==> src/tlvp_pkg.sv <==
// Shared types, constants and helpers for the TLV record parser.
// Used by the top level, the result stage and the port checker.
`timescale 1ns / 1ps

package tlvp_pkg;

    // Escape codes of a header nibble.
    localparam int EscOne = 13;
    localparam int EscTwo = 14;

    localparam int ValWidth = 17;
    localparam logic [ValWidth-1:0] TwoByteBias = 17'h00100;

    // Parser phase.
    typedef enum logic [2:0] {
        PH_HEADER = 3'd0,
        PH_TYPE_A = 3'd1,
        PH_TYPE_B = 3'd2,
        PH_LEN_A  = 3'd3,
        PH_LEN_B  = 3'd4,
        PH_VALUE  = 3'd5
    } phase_t;

    // Nibble class.
    typedef enum logic [1:0] {
        NC_LITERAL  = 2'd0,
        NC_ESC_ONE  = 2'd1,
        NC_ESC_TWO  = 2'd2,
        NC_RESERVED = 2'd3
    } nclass_t;

    // Result word kinds.
    typedef enum logic [1:0] {
        KIND_CONSUMED = 2'd0,
        KIND_DESC     = 2'd1,
        KIND_VALUE    = 2'd2,
        KIND_ERROR    = 2'd3
    } kind_t;

    // Error codes.
    typedef enum logic [1:0] {
        ERR_NONE       = 2'd0,
        ERR_INCOMPLETE = 2'd1,
        ERR_RESERVED   = 2'd2
    } err_t;

    // Action decided for one input word.
    typedef enum logic [2:0] {
        ACT_CONSUME  = 3'd0,
        ACT_DESC     = 3'd1,
        ACT_VALUE    = 3'd2,
        ACT_ERR_SHORT = 3'd3,
        ACT_ERR_RSVD = 3'd4
    } action_t;

    // One result word.
    typedef struct packed {
        kind_t                kind;
        logic [ValWidth-1:0]  record_type;
        logic [ValWidth-1:0]  record_length;
        logic [7:0]           value_byte;
        logic                 record_end;
        err_t                 error_code;
    } result_t;

    // Classify a header nibble; the one-byte escape wins if both codes match.
    function automatic nclass_t nibble_class(input logic [3:0] n);
        nclass_t c;
        if (n < 4'(EscOne)) begin
            c = NC_LITERAL;
        end else if (n == 4'(EscOne)) begin
            c = NC_ESC_ONE;
        end else if (n == 4'(EscTwo)) begin
            c = NC_ESC_TWO;
        end else begin
            c = NC_RESERVED;
        end
        return c;
    endfunction

endpackage

==> src/tlvp_out_stage.sv <==
// Result register with valid/ready handshake for the TLV record parser.
// Depends on tlvp_pkg for the result word type.
`timescale 1ns / 1ps

module tlvp_out_stage (
    input  logic              aclk,
    input  logic              aresetn,
    input  logic              load,
    input  tlvp_pkg::result_t load_word,
    output logic              can_load,
    output logic              m_valid,
    input  logic              m_ready,
    output tlvp_pkg::result_t m_word
);
    import tlvp_pkg::*;

    logic    valid_reg;
    logic    valid_next;
    result_t word_reg;

    // The register may take a new word when empty or when its word leaves now.
    assign can_load = !valid_reg || m_ready;

    always_comb begin
        valid_next = valid_reg;
        if (load) begin
            valid_next = 1'b1;
        end else if (m_ready) begin
            valid_next = 1'b0;
        end
    end

    always_ff @(posedge aclk) begin
        if (!aresetn) begin
            valid_reg <= 1'b0;
        end else begin
            valid_reg <= valid_next;
        end
    end

    // Payload needs no reset.
    always_ff @(posedge aclk) begin
        if (load) begin
            word_reg <= load_word;
        end
    end

    assign m_valid = valid_reg;
    assign m_word  = word_reg;

endmodule

==> src/tlv_record_parser_unit.sv <==
// Top level of the TLV record parser: header decode, extension assembly,
// value pass-through. Depends on tlvp_pkg and tlvp_out_stage.
// Each accepted input word's result word is registered and shown in the next cycle.
// Throughput: one word per cycle; the result register frees a slot every
// cycle in which its word is taken, so only output back-pressure stalls input.
// Reset (aresetn low, synchronous): parser returns to expecting a header,
// all accumulators clear, and the result register empties.
`timescale 1ns / 1ps

module tlv_record_parser_unit (
    input  logic        aclk,
    input  logic        aresetn,
    input  logic        s_valid,
    output logic        s_ready,
    input  logic [7:0]  s_data_byte,
    input  logic        s_end_of_buffer,
    output logic        m_valid,
    input  logic        m_ready,
    output logic [1:0]  m_kind,
    output logic [16:0] m_record_type,
    output logic [16:0] m_record_length,
    output logic [7:0]  m_value_byte,
    output logic        m_record_end,
    output logic [1:0]  m_error_code
);
    import tlvp_pkg::*;

    typedef logic [ValWidth-1:0] val_t;

    phase_t     phase_reg, phase_next;
    logic [1:0] type_mode_reg, type_mode_next;
    logic [1:0] length_mode_reg, length_mode_next;
    logic [3:0] length_nibble_reg, length_nibble_next;
    logic [7:0] high_byte_hold_reg, high_byte_hold_next;
    val_t       type_accum_reg, type_accum_next;
    val_t       length_accum_reg, length_accum_next;
    val_t       bytes_remaining_reg, bytes_remaining_next;

    logic       fire;
    logic       can_load;
    action_t    action;
    val_t       ext_one;
    val_t       ext_two;
    result_t    res_word;
    result_t    out_word;

    assign s_ready = can_load;
    assign fire    = s_valid && can_load;

    // Extension values for a one-byte and a two-byte escape.
    assign ext_one = {9'd0, s_data_byte} + val_t'(EscOne);
    assign ext_two = {1'b0, high_byte_hold_reg, s_data_byte} + TwoByteBias + val_t'(EscOne);

    // Decision and next state for the current input word.
    always_comb begin
        logic       do_start;
        logic       do_finish;
        logic [3:0] ln_cur;
        nclass_t    tc;
        nclass_t    lc;

        phase_next           = phase_reg;
        type_mode_next       = type_mode_reg;
        length_mode_next     = length_mode_reg;
        length_nibble_next   = length_nibble_reg;
        high_byte_hold_next  = high_byte_hold_reg;
        type_accum_next      = type_accum_reg;
        length_accum_next    = length_accum_reg;
        bytes_remaining_next = bytes_remaining_reg;
        action               = ACT_CONSUME;
        do_start             = 1'b0;
        do_finish            = 1'b0;
        ln_cur               = length_nibble_reg;
        tc                   = nibble_class(s_data_byte[3:0]);

        case (phase_reg)
            PH_TYPE_A: begin
                if (type_mode_reg == 2'(NC_ESC_ONE)) begin
                    type_accum_next = ext_one;
                    do_start        = 1'b1;
                end else if (s_end_of_buffer) begin
                    action = ACT_ERR_SHORT;
                end else begin
                    high_byte_hold_next = s_data_byte;
                    phase_next          = PH_TYPE_B;
                end
            end
            PH_TYPE_B: begin
                type_accum_next = ext_two;
                do_start        = 1'b1;
            end
            PH_LEN_A: begin
                if (length_mode_reg == 2'(NC_ESC_ONE)) begin
                    length_accum_next = ext_one;
                    do_finish         = 1'b1;
                end else if (s_end_of_buffer) begin
                    action = ACT_ERR_SHORT;
                end else begin
                    high_byte_hold_next = s_data_byte;
                    phase_next          = PH_LEN_B;
                end
            end
            PH_LEN_B: begin
                length_accum_next = ext_two;
                do_finish         = 1'b1;
            end
            PH_VALUE: begin
                if (bytes_remaining_reg <= val_t'(1)) begin
                    bytes_remaining_next = '0;
                    phase_next           = PH_HEADER;
                    action               = ACT_VALUE;
                end else if (s_end_of_buffer) begin
                    bytes_remaining_next = '0;
                    action               = ACT_ERR_SHORT;
                end else begin
                    bytes_remaining_next = bytes_remaining_reg - val_t'(1);
                    action               = ACT_VALUE;
                end
            end
            default: begin
                // Header byte; unused phase codes land here too.
                phase_next         = PH_HEADER;
                length_nibble_next = s_data_byte[7:4];
                ln_cur             = s_data_byte[7:4];
                if (tc == NC_RESERVED) begin
                    action = ACT_ERR_RSVD;
                end else if (tc == NC_LITERAL) begin
                    type_accum_next = {13'd0, s_data_byte[3:0]};
                    do_start        = 1'b1;
                end else if (s_end_of_buffer) begin
                    action = ACT_ERR_SHORT;
                end else begin
                    type_mode_next = 2'(tc);
                    phase_next     = PH_TYPE_A;
                end
            end
        endcase

        // Type is complete: look at the length nibble.
        lc = nibble_class(ln_cur);
        if (do_start) begin
            if (lc == NC_RESERVED) begin
                action = ACT_ERR_RSVD;
            end else if (lc == NC_LITERAL) begin
                length_accum_next = {13'd0, ln_cur};
                do_finish         = 1'b1;
            end else if (s_end_of_buffer) begin
                action = ACT_ERR_SHORT;
            end else begin
                length_mode_next = 2'(lc);
                phase_next       = PH_LEN_A;
            end
        end

        // Header is complete: descriptor, or a short buffer.
        if (do_finish) begin
            if (length_accum_next != '0 && s_end_of_buffer) begin
                action = ACT_ERR_SHORT;
            end else begin
                action               = ACT_DESC;
                bytes_remaining_next = length_accum_next;
                phase_next           = (length_accum_next == '0) ? PH_HEADER : PH_VALUE;
            end
        end

        if (action == ACT_ERR_SHORT || action == ACT_ERR_RSVD) begin
            phase_next = PH_HEADER;
        end
    end

    // Result word for the decided action.
    always_comb begin
        res_word = '0;
        case (action)
            ACT_CONSUME: begin
                res_word.kind = KIND_CONSUMED;
            end
            ACT_DESC: begin
                res_word.kind          = KIND_DESC;
                res_word.record_type   = type_accum_next;
                res_word.record_length = length_accum_next;
                res_word.record_end    = (length_accum_next == '0);
            end
            ACT_VALUE: begin
                res_word.kind       = KIND_VALUE;
                res_word.value_byte = s_data_byte;
                res_word.record_end = (phase_next == PH_HEADER);
            end
            ACT_ERR_SHORT: begin
                res_word.kind       = KIND_ERROR;
                res_word.error_code = ERR_INCOMPLETE;
            end
            ACT_ERR_RSVD: begin
                res_word.kind       = KIND_ERROR;
                res_word.error_code = ERR_RESERVED;
            end
            default: begin
                res_word = '0;
            end
        endcase
    end

    // Parser state advances only on an accepted word.
    always_ff @(posedge aclk) begin
        if (!aresetn) begin
            phase_reg           <= PH_HEADER;
            type_mode_reg       <= '0;
            length_mode_reg     <= '0;
            length_nibble_reg   <= '0;
            high_byte_hold_reg  <= '0;
            type_accum_reg      <= '0;
            length_accum_reg    <= '0;
            bytes_remaining_reg <= '0;
        end else if (fire) begin
            phase_reg           <= phase_next;
            type_mode_reg       <= type_mode_next;
            length_mode_reg     <= length_mode_next;
            length_nibble_reg   <= length_nibble_next;
            high_byte_hold_reg  <= high_byte_hold_next;
            type_accum_reg      <= type_accum_next;
            length_accum_reg    <= length_accum_next;
            bytes_remaining_reg <= bytes_remaining_next;
        end
    end

    tlvp_out_stage u_out_stage (
        .aclk      (aclk),
        .aresetn   (aresetn),
        .load      (fire),
        .load_word (res_word),
        .can_load  (can_load),
        .m_valid   (m_valid),
        .m_ready   (m_ready),
        .m_word    (out_word)
    );

    assign m_kind          = out_word.kind;
    assign m_record_type   = out_word.record_type;
    assign m_record_length = out_word.record_length;
    assign m_value_byte    = out_word.value_byte;
    assign m_record_end    = out_word.record_end;
    assign m_error_code    = out_word.error_code;

endmodule

==> config.mk <==
export PLATFORM = sky130hd
export DESIGN_NAME = tlv_record_parser_unit
export DESIGN_NICKNAME = d
export VERILOG_FILES = /design/src/tlvp_pkg.sv /design/src/tlvp_out_stage.sv /design/src/tlv_record_parser_unit.sv
export SDC_FILE = /design/constraint.sdc
export NUM_CORES = 1
export LEC_CHECK = 0
export ABC_AREA = 1
export BUFFER_PORTS_ARGS = -buffer_cell sky130_fd_sc_hd__buf_2
export CAP_MARGIN = 20
export CORE_MARGIN = 2
export CORE_UTILIZATION = 60
export CTS_CLUSTER_SIZE = 28
export DETAILED_ROUTE_END_ITERATION = 10
export PLACE_DENSITY = 0.8
export SETUP_SLACK_MARGIN = 0.05
export SYNTH_ARGS = -nofsm -noshare
export SYNTH_HDL_FRONTEND = slang
export SYNTH_SLANG_ARGS = --single-unit
==> constraint.sdc <==
create_clock -name aclk -period 3.63 [get_ports aclk]
set_input_delay 0.5445 -clock aclk [delete_from_list [all_inputs] [get_ports aclk]]
set_output_delay 0.5445 -clock aclk [all_outputs]
set_load 0.03 [all_outputs]
# After elaboration in Yosys (flattened, before gate mapping)
# Cells that the tools add are included.
dict set report classes {
  n_addsub 4
  magnitude_cmp 3
  eq_ne 19
  n_mux 70
  n_bitwise 6
  n_reduce_logical 19
}
# operator count
set op_table {}
lappend op_table {{17-bit 2-to-1 mux} 12}
lappend op_table {{3-bit 2-to-1 mux} 19}
lappend op_table {{17-bit one-hot mux with 3 select lines} 1}
lappend op_table {{17-bit one-hot mux with 2 select lines} 1}
lappend op_table {{8-bit 2-to-1 mux} 3}
lappend op_table {{3-bit one-hot mux with 4 select lines} 2}
lappend op_table {{2-bit 2-to-1 mux} 9}
lappend op_table {{16-bit by 9-bit adder with 17-bit output (second input constant)} 1}
lappend op_table {{17-bit by 4-bit adder with 17-bit output (second input constant)} 1}
lappend op_table {{17-bit by 1-bit <= comparator with 1-bit output (second input constant)} 1}
lappend op_table {{17-bit logical NOT} 1}
lappend op_table {{17-bit nonzero test} 1}
lappend op_table {{17-bit by 1-bit subtractor with 17-bit output (second input constant)} 1}
lappend op_table {{4-bit equality test (second input constant)} 4}
lappend op_table {{1-bit 2-to-1 mux} 16}
lappend op_table {{8-bit one-hot mux with 2 select lines} 1}
lappend op_table {{3-bit by 2-bit equality test with 1-bit output (second input constant)} 4}
lappend op_table {{5-bit AND reduction} 2}
lappend op_table {{8-bit by 4-bit adder with 9-bit output (second input constant)} 1}
lappend op_table {{3-bit equality test (second input constant)} 3}
lappend op_table {{4-bit less-than comparator (second input constant)} 2}
lappend op_table {{3-bit by 1-bit equality test with 1-bit output (second input constant)} 2}
lappend op_table {{1-bit NOT} 6}
lappend op_table {{2-bit one-hot mux with 3 select lines} 1}
lappend op_table {{other kinds (17)} 26}
dict set report word_totals {
  ff_bits 118
  in_bits 13
  out_inout_bits 49
  wordCells 136
}

# Longest topological paths before layout
dict set report depth {
  ltp_word 20
  depth_mapped 26
  depth_no_buf 24
}

# By module
# Synthesis repeated with hierarchy kept, for this count alone.
dict set report unflattened {
  hier_cells 919
  hier_area_um2 6652.6
}
# mod n_inst cells_per_inst area_per_inst_um2 seq_area_each_um2
set modules_own_cells {}
lappend modules_own_cells {tlv_record_parser_unit 1 866 5195.0 1401.3}
lappend modules_own_cells {tlvp_out_stage 1 53 1457.6 1431.4}

# Worst setup path before layout
# Ideal clock, no wire load.
dict set report synth_path {
  path_kind {input -> register}
  from {input m_ready}
  to {register u_out_stage.word_reg, in the netlist u_out_stage.m_word[0] (enable)}
  setup_time_ns 0.430
  arrival_ns 2.836
  required_ns 3.200
  slack_ns 0.364
  cell_stages 6
  path_buffers 2
  path_cell_list {inv_1 > nand2_1 > nand2_1 > inv_2 > clkbuf_1 > clkbuf_1}
}
dict set report synth_between {
  elab_chain_len 2
}
# element line
set synth_lines {}
lappend synth_lines {{from (decl)} tlv_record_parser_unit.sv:18} ;# input logic m_ready,
lappend synth_lines {{1-bit logical OR} tlvp_out_stage.sv:22} ;# assign can_load = !valid_reg || m_ready;
lappend synth_lines {{net s_ready} tlv_record_parser_unit.sv:14} ;# output logic s_ready,
lappend synth_lines {{1-bit logical AND} tlv_record_parser_unit.sv:48} ;# assign fire = s_valid && can_load;
lappend synth_lines {{net fire} tlv_record_parser_unit.sv:39} ;# logic fire;
lappend synth_lines {{to (signal assigned)} tlvp_out_stage.sv:44} ;# word_reg <= load_word;
lappend synth_lines {{to (decl)} tlvp_out_stage.sv:19} ;# result_t word_reg;
# The timed path passes the listed nets, and every way through them passes these cells.
# A chain may end at the register's enable or synchronous reset.

==> impl_metrics.toml <==
[outcome]
status = "finished clean"

[worst_setup_path]
cp_top_family = "simple AND/OR/NAND/NOR gates"
timing.critical_path.slowest_stage_cell = "sky130_fd_sc_hd__dfxtp_1"
series_of_cell_instances_along_the_critical_path = "inv_2, nand2_4, nand2_2, nand2_1, nand2_1, nor2_1, inv_1, nor2_1, inv_1, ha_1, inv_2, nor2_4, nand3_4, nand2_1, nand2_1, nand2_1, nor2_2, nand3_2, o21bai_4, nand2_4, nand3_2, nand3_1, nand2_1, nand2_1"
worstSetupStartpointType = "flip-flop"
data_arrival_time_at_the_worst_slack_endpoint_ns = 3.66
cp-end-kind = "flip-flop"
cell_occurring_most_often_along_the_worst_timing_path = "sky130_fd_sc_hd__nand2_1"
worstPathBufferInverterCount = 4
worstSetupPathType = "reg2reg"
worst_ep_required_time_ns = 3.92
crit_path_max_fanout = 9
cp_slowest_stage_delay_ns = 0.38

[yosys]
synth-async-reset-ratio = 0
post-synth-top-area-cell = "sky130_fd_sc_hd__dfxtp_1"
synth_top_area_share = 0.213
post_synth.cell_area_avg_sq_um = 7.30
netlist_instances = 915
synth_most_common_cell = "sky130_fd_sc_hd__nand2_1"
synth_top_cells_by_area = "sky130_fd_sc_hd__dfxtp_1 (21%), sky130_fd_sc_hd__edfxtp_1 (21%), sky130_fd_sc_hd__nand2_1 (9.9%)"
post_synth_most_frequent_cells = "sky130_fd_sc_hd__nand2_1 (176), sky130_fd_sc_hd__inv_1 (135), sky130_fd_sc_hd__nor2_1 (98)"
post_synth_instance_area_sq_um = 6680
syn-num-nets = 939
synth-seq-area-share = 0.424
count_of_different_cell_masters_after_synthesis = 43
synthesis.yosys.warnings = 0
synth-main-ff-cell = "sky130_fd_sc_hd__dfxtp_1"
synth-edff-count = 47
synth_seq_cells = 118

[placed_design]
dp_hpwl_um = 12700
gp_congestion = 0.930
port_buffers = 61
placedInstanceArea_sq_um = 7240
dp_cells = 1112

[clock_tree]
cts.clk_slew.worst_paths_ns = 0.06
cts_hold_repair.buffers = 0
cts.sink_count = 118
cts-htree-levels = 4
max-clock-path-buffers = 2
tritoncts_clock_tree = "done"
clock_latency_ns = 0.54
cts_buffers = 17
cts.root.buffer_cell = "sky130_fd_sc_hd__clkbuf_8"

[pwr]
power_density_nw_per_um2 = 687
irDropWorstVdd_v = 0.000648
cellLeakagePower_nw = 3.78

[timing]
worst-slew-pin-transition_ns = 0.647
timing.final.crit_share = 0.930
slew_headroom = 0.568
holdWs_ns = 0.295
max_freq_mhz = 296
clock-skew-final_ns = 0.00741
timing.final.setup_violations = 0
slew_viol_final = 0
unrepaired_setup_endpoints_after_global_routing = "no"
timing_hold_violations_final = 0
period_needed_ns = 3.38

[routing]
route.vias.total = 6737
drt-vias-per-instance = 5.85
drt_pass1_iterations = 6
wire_per_inst_um = 16.4
drtIter0Drc = 937
drt_wl_total_um = 18900
drcViolationCount = 0
antenna_nets_post_route = 0

[floorplan]
die_width_um = 109
placementRows = 38
dieArea_sq_um = 12000
core_sq_um = 10800
io_pins = 62
die_h_um = 109
start_util = 0.616

[global_route]
wire_length_of_the_first_global_routing_pass_um = 30100
initial_antenna_violation_count = 0
pin_count_of_the_biggest_net_entering_global_routing = 58
grt_usage = 0.329
first_global_vias = 6222
grt_remaining_overflow = 0

[finish]
register_cell_area_after_layout_sq_um = 2830
final_design_area_no_fill_sq_um = 7970
antenna_cells = 0
multi_input_area_sq_um = 3190
finish.utilization = 0.735
design.final.nets = 1023
largest_reg_flops = 47
post_route_cells_drive_above_1_share = 0.159
layout.filler_cells = 867
final_cells = 1152
syn_to_final_growth_pct = 19.3

[flow_run]
max_cap_viol = 0

[worst_hold_path]
worstHoldPathType = "in2reg"
==> report_power, final <==
group	internal, mW	switching (mW)
sequential	1.57	0.0876
clock	1.24	0.588
combinational	0.629	1.36
==> tightest hold or removal path: cells and delay by family <==
family / cells / cell delay [ns]
simple gates: 1 / 0.08
buf+inv: 2 / 0.10
compound gates: 1 / 0.07
==> path summary, 6_finish.rpt <==
path                         start                    end  slack [ns]  depth (start not counted)
setup / recovery      phase_reg[1]  u_out_stage.m_word[2]        0.25                         24
hold / removal             m_ready    u_out_stage.m_valid        0.30                          4
setup reg to reg      phase_reg[1]  u_out_stage.m_word[2]        0.25                         24
hold reg to reg   type_mode_reg[1]       type_mode_reg[1]        0.47                          2
==> timing repair <==
| action | CTS | global route |
|---|---|---|
| gates cloned | 0 | 2 |
| hold endpoints to repair | 0 | 0 |
| gates resized for setup | 1 | 9 |
| buffers inserted | 0 | 6 |
| endpoints found under the setup margin | 9 | 66 |
| pin swaps | 0 | 3 |
==> layout make-up <==
| cell class | count | share of cell area |
|---|---|---|
| clock buffer | 19 | 0.0529 |
| clock inverter | 13 | 0.0262 |
| inverter | 141 | 0.0669 |
| multi-input combinational | 622 | 0.400 |
| sequential | 118 | 0.356 |
| tap | 140 | 0.0220 |
| timing repair buffer | 99 | 0.0757 |
==> routing by layer <==
layer  wire [um]  track usage  share of wire
met1        7750        0.421           0.41
met2        8680        0.531           0.46
met5           0            0              0
met3        1810       0.0753          0.096
met4         674        0.150          0.036
==> cell usage in the layout (no fill, tap or decap), drive strengths merged, types with 2 or more instances in the layout <==
cell type  synthesis  routed
nand2            184     184
a21oi             61      61
buf               13      99
nor3              13      13
a22oi              2       2
xnor2              4       4
nand4              5       5
dfxtp             71      71
xor2              11      11
edfxtp            47      47
or2                2       2
a221oi             2       2
bufinv             0       6
nand3             96      98
ha                11      11
o22ai              9       9
clkbuf            23      19
nand3b             3       3
a31oi              7       7
o21ai             70      70
o211ai            26      26
clkinv             1       8
o221ai             2       2
nor2             104     104
inv              140     140
==> per-stage QoR <==
step	total power, mW	setup slack (ns)	TNS [ns]
after CTS	5.32	0.0802	0
final	5.48	0.255	0
after global routing	5.72	0.0472	0
after global placement	3.45	0.141	0
after floorplan	2.96	0.364	0
after detailed placement	3.49	-0.0169	-0.0236
==> cells by family (layout without fill, tap and decap cells) <==
kind of cell    after synthesis  count (layout)  share of synthesized area
xor+xnor                     15              15                     0.0197
simple gates                409             411                      0.271
compound gates              185             185                      0.159
flops                       118             118                      0.424
fa+ha+maj                    11              11                     0.0206
buf+inv                     177             272                      0.106
(Power assumes the default switching activity.)
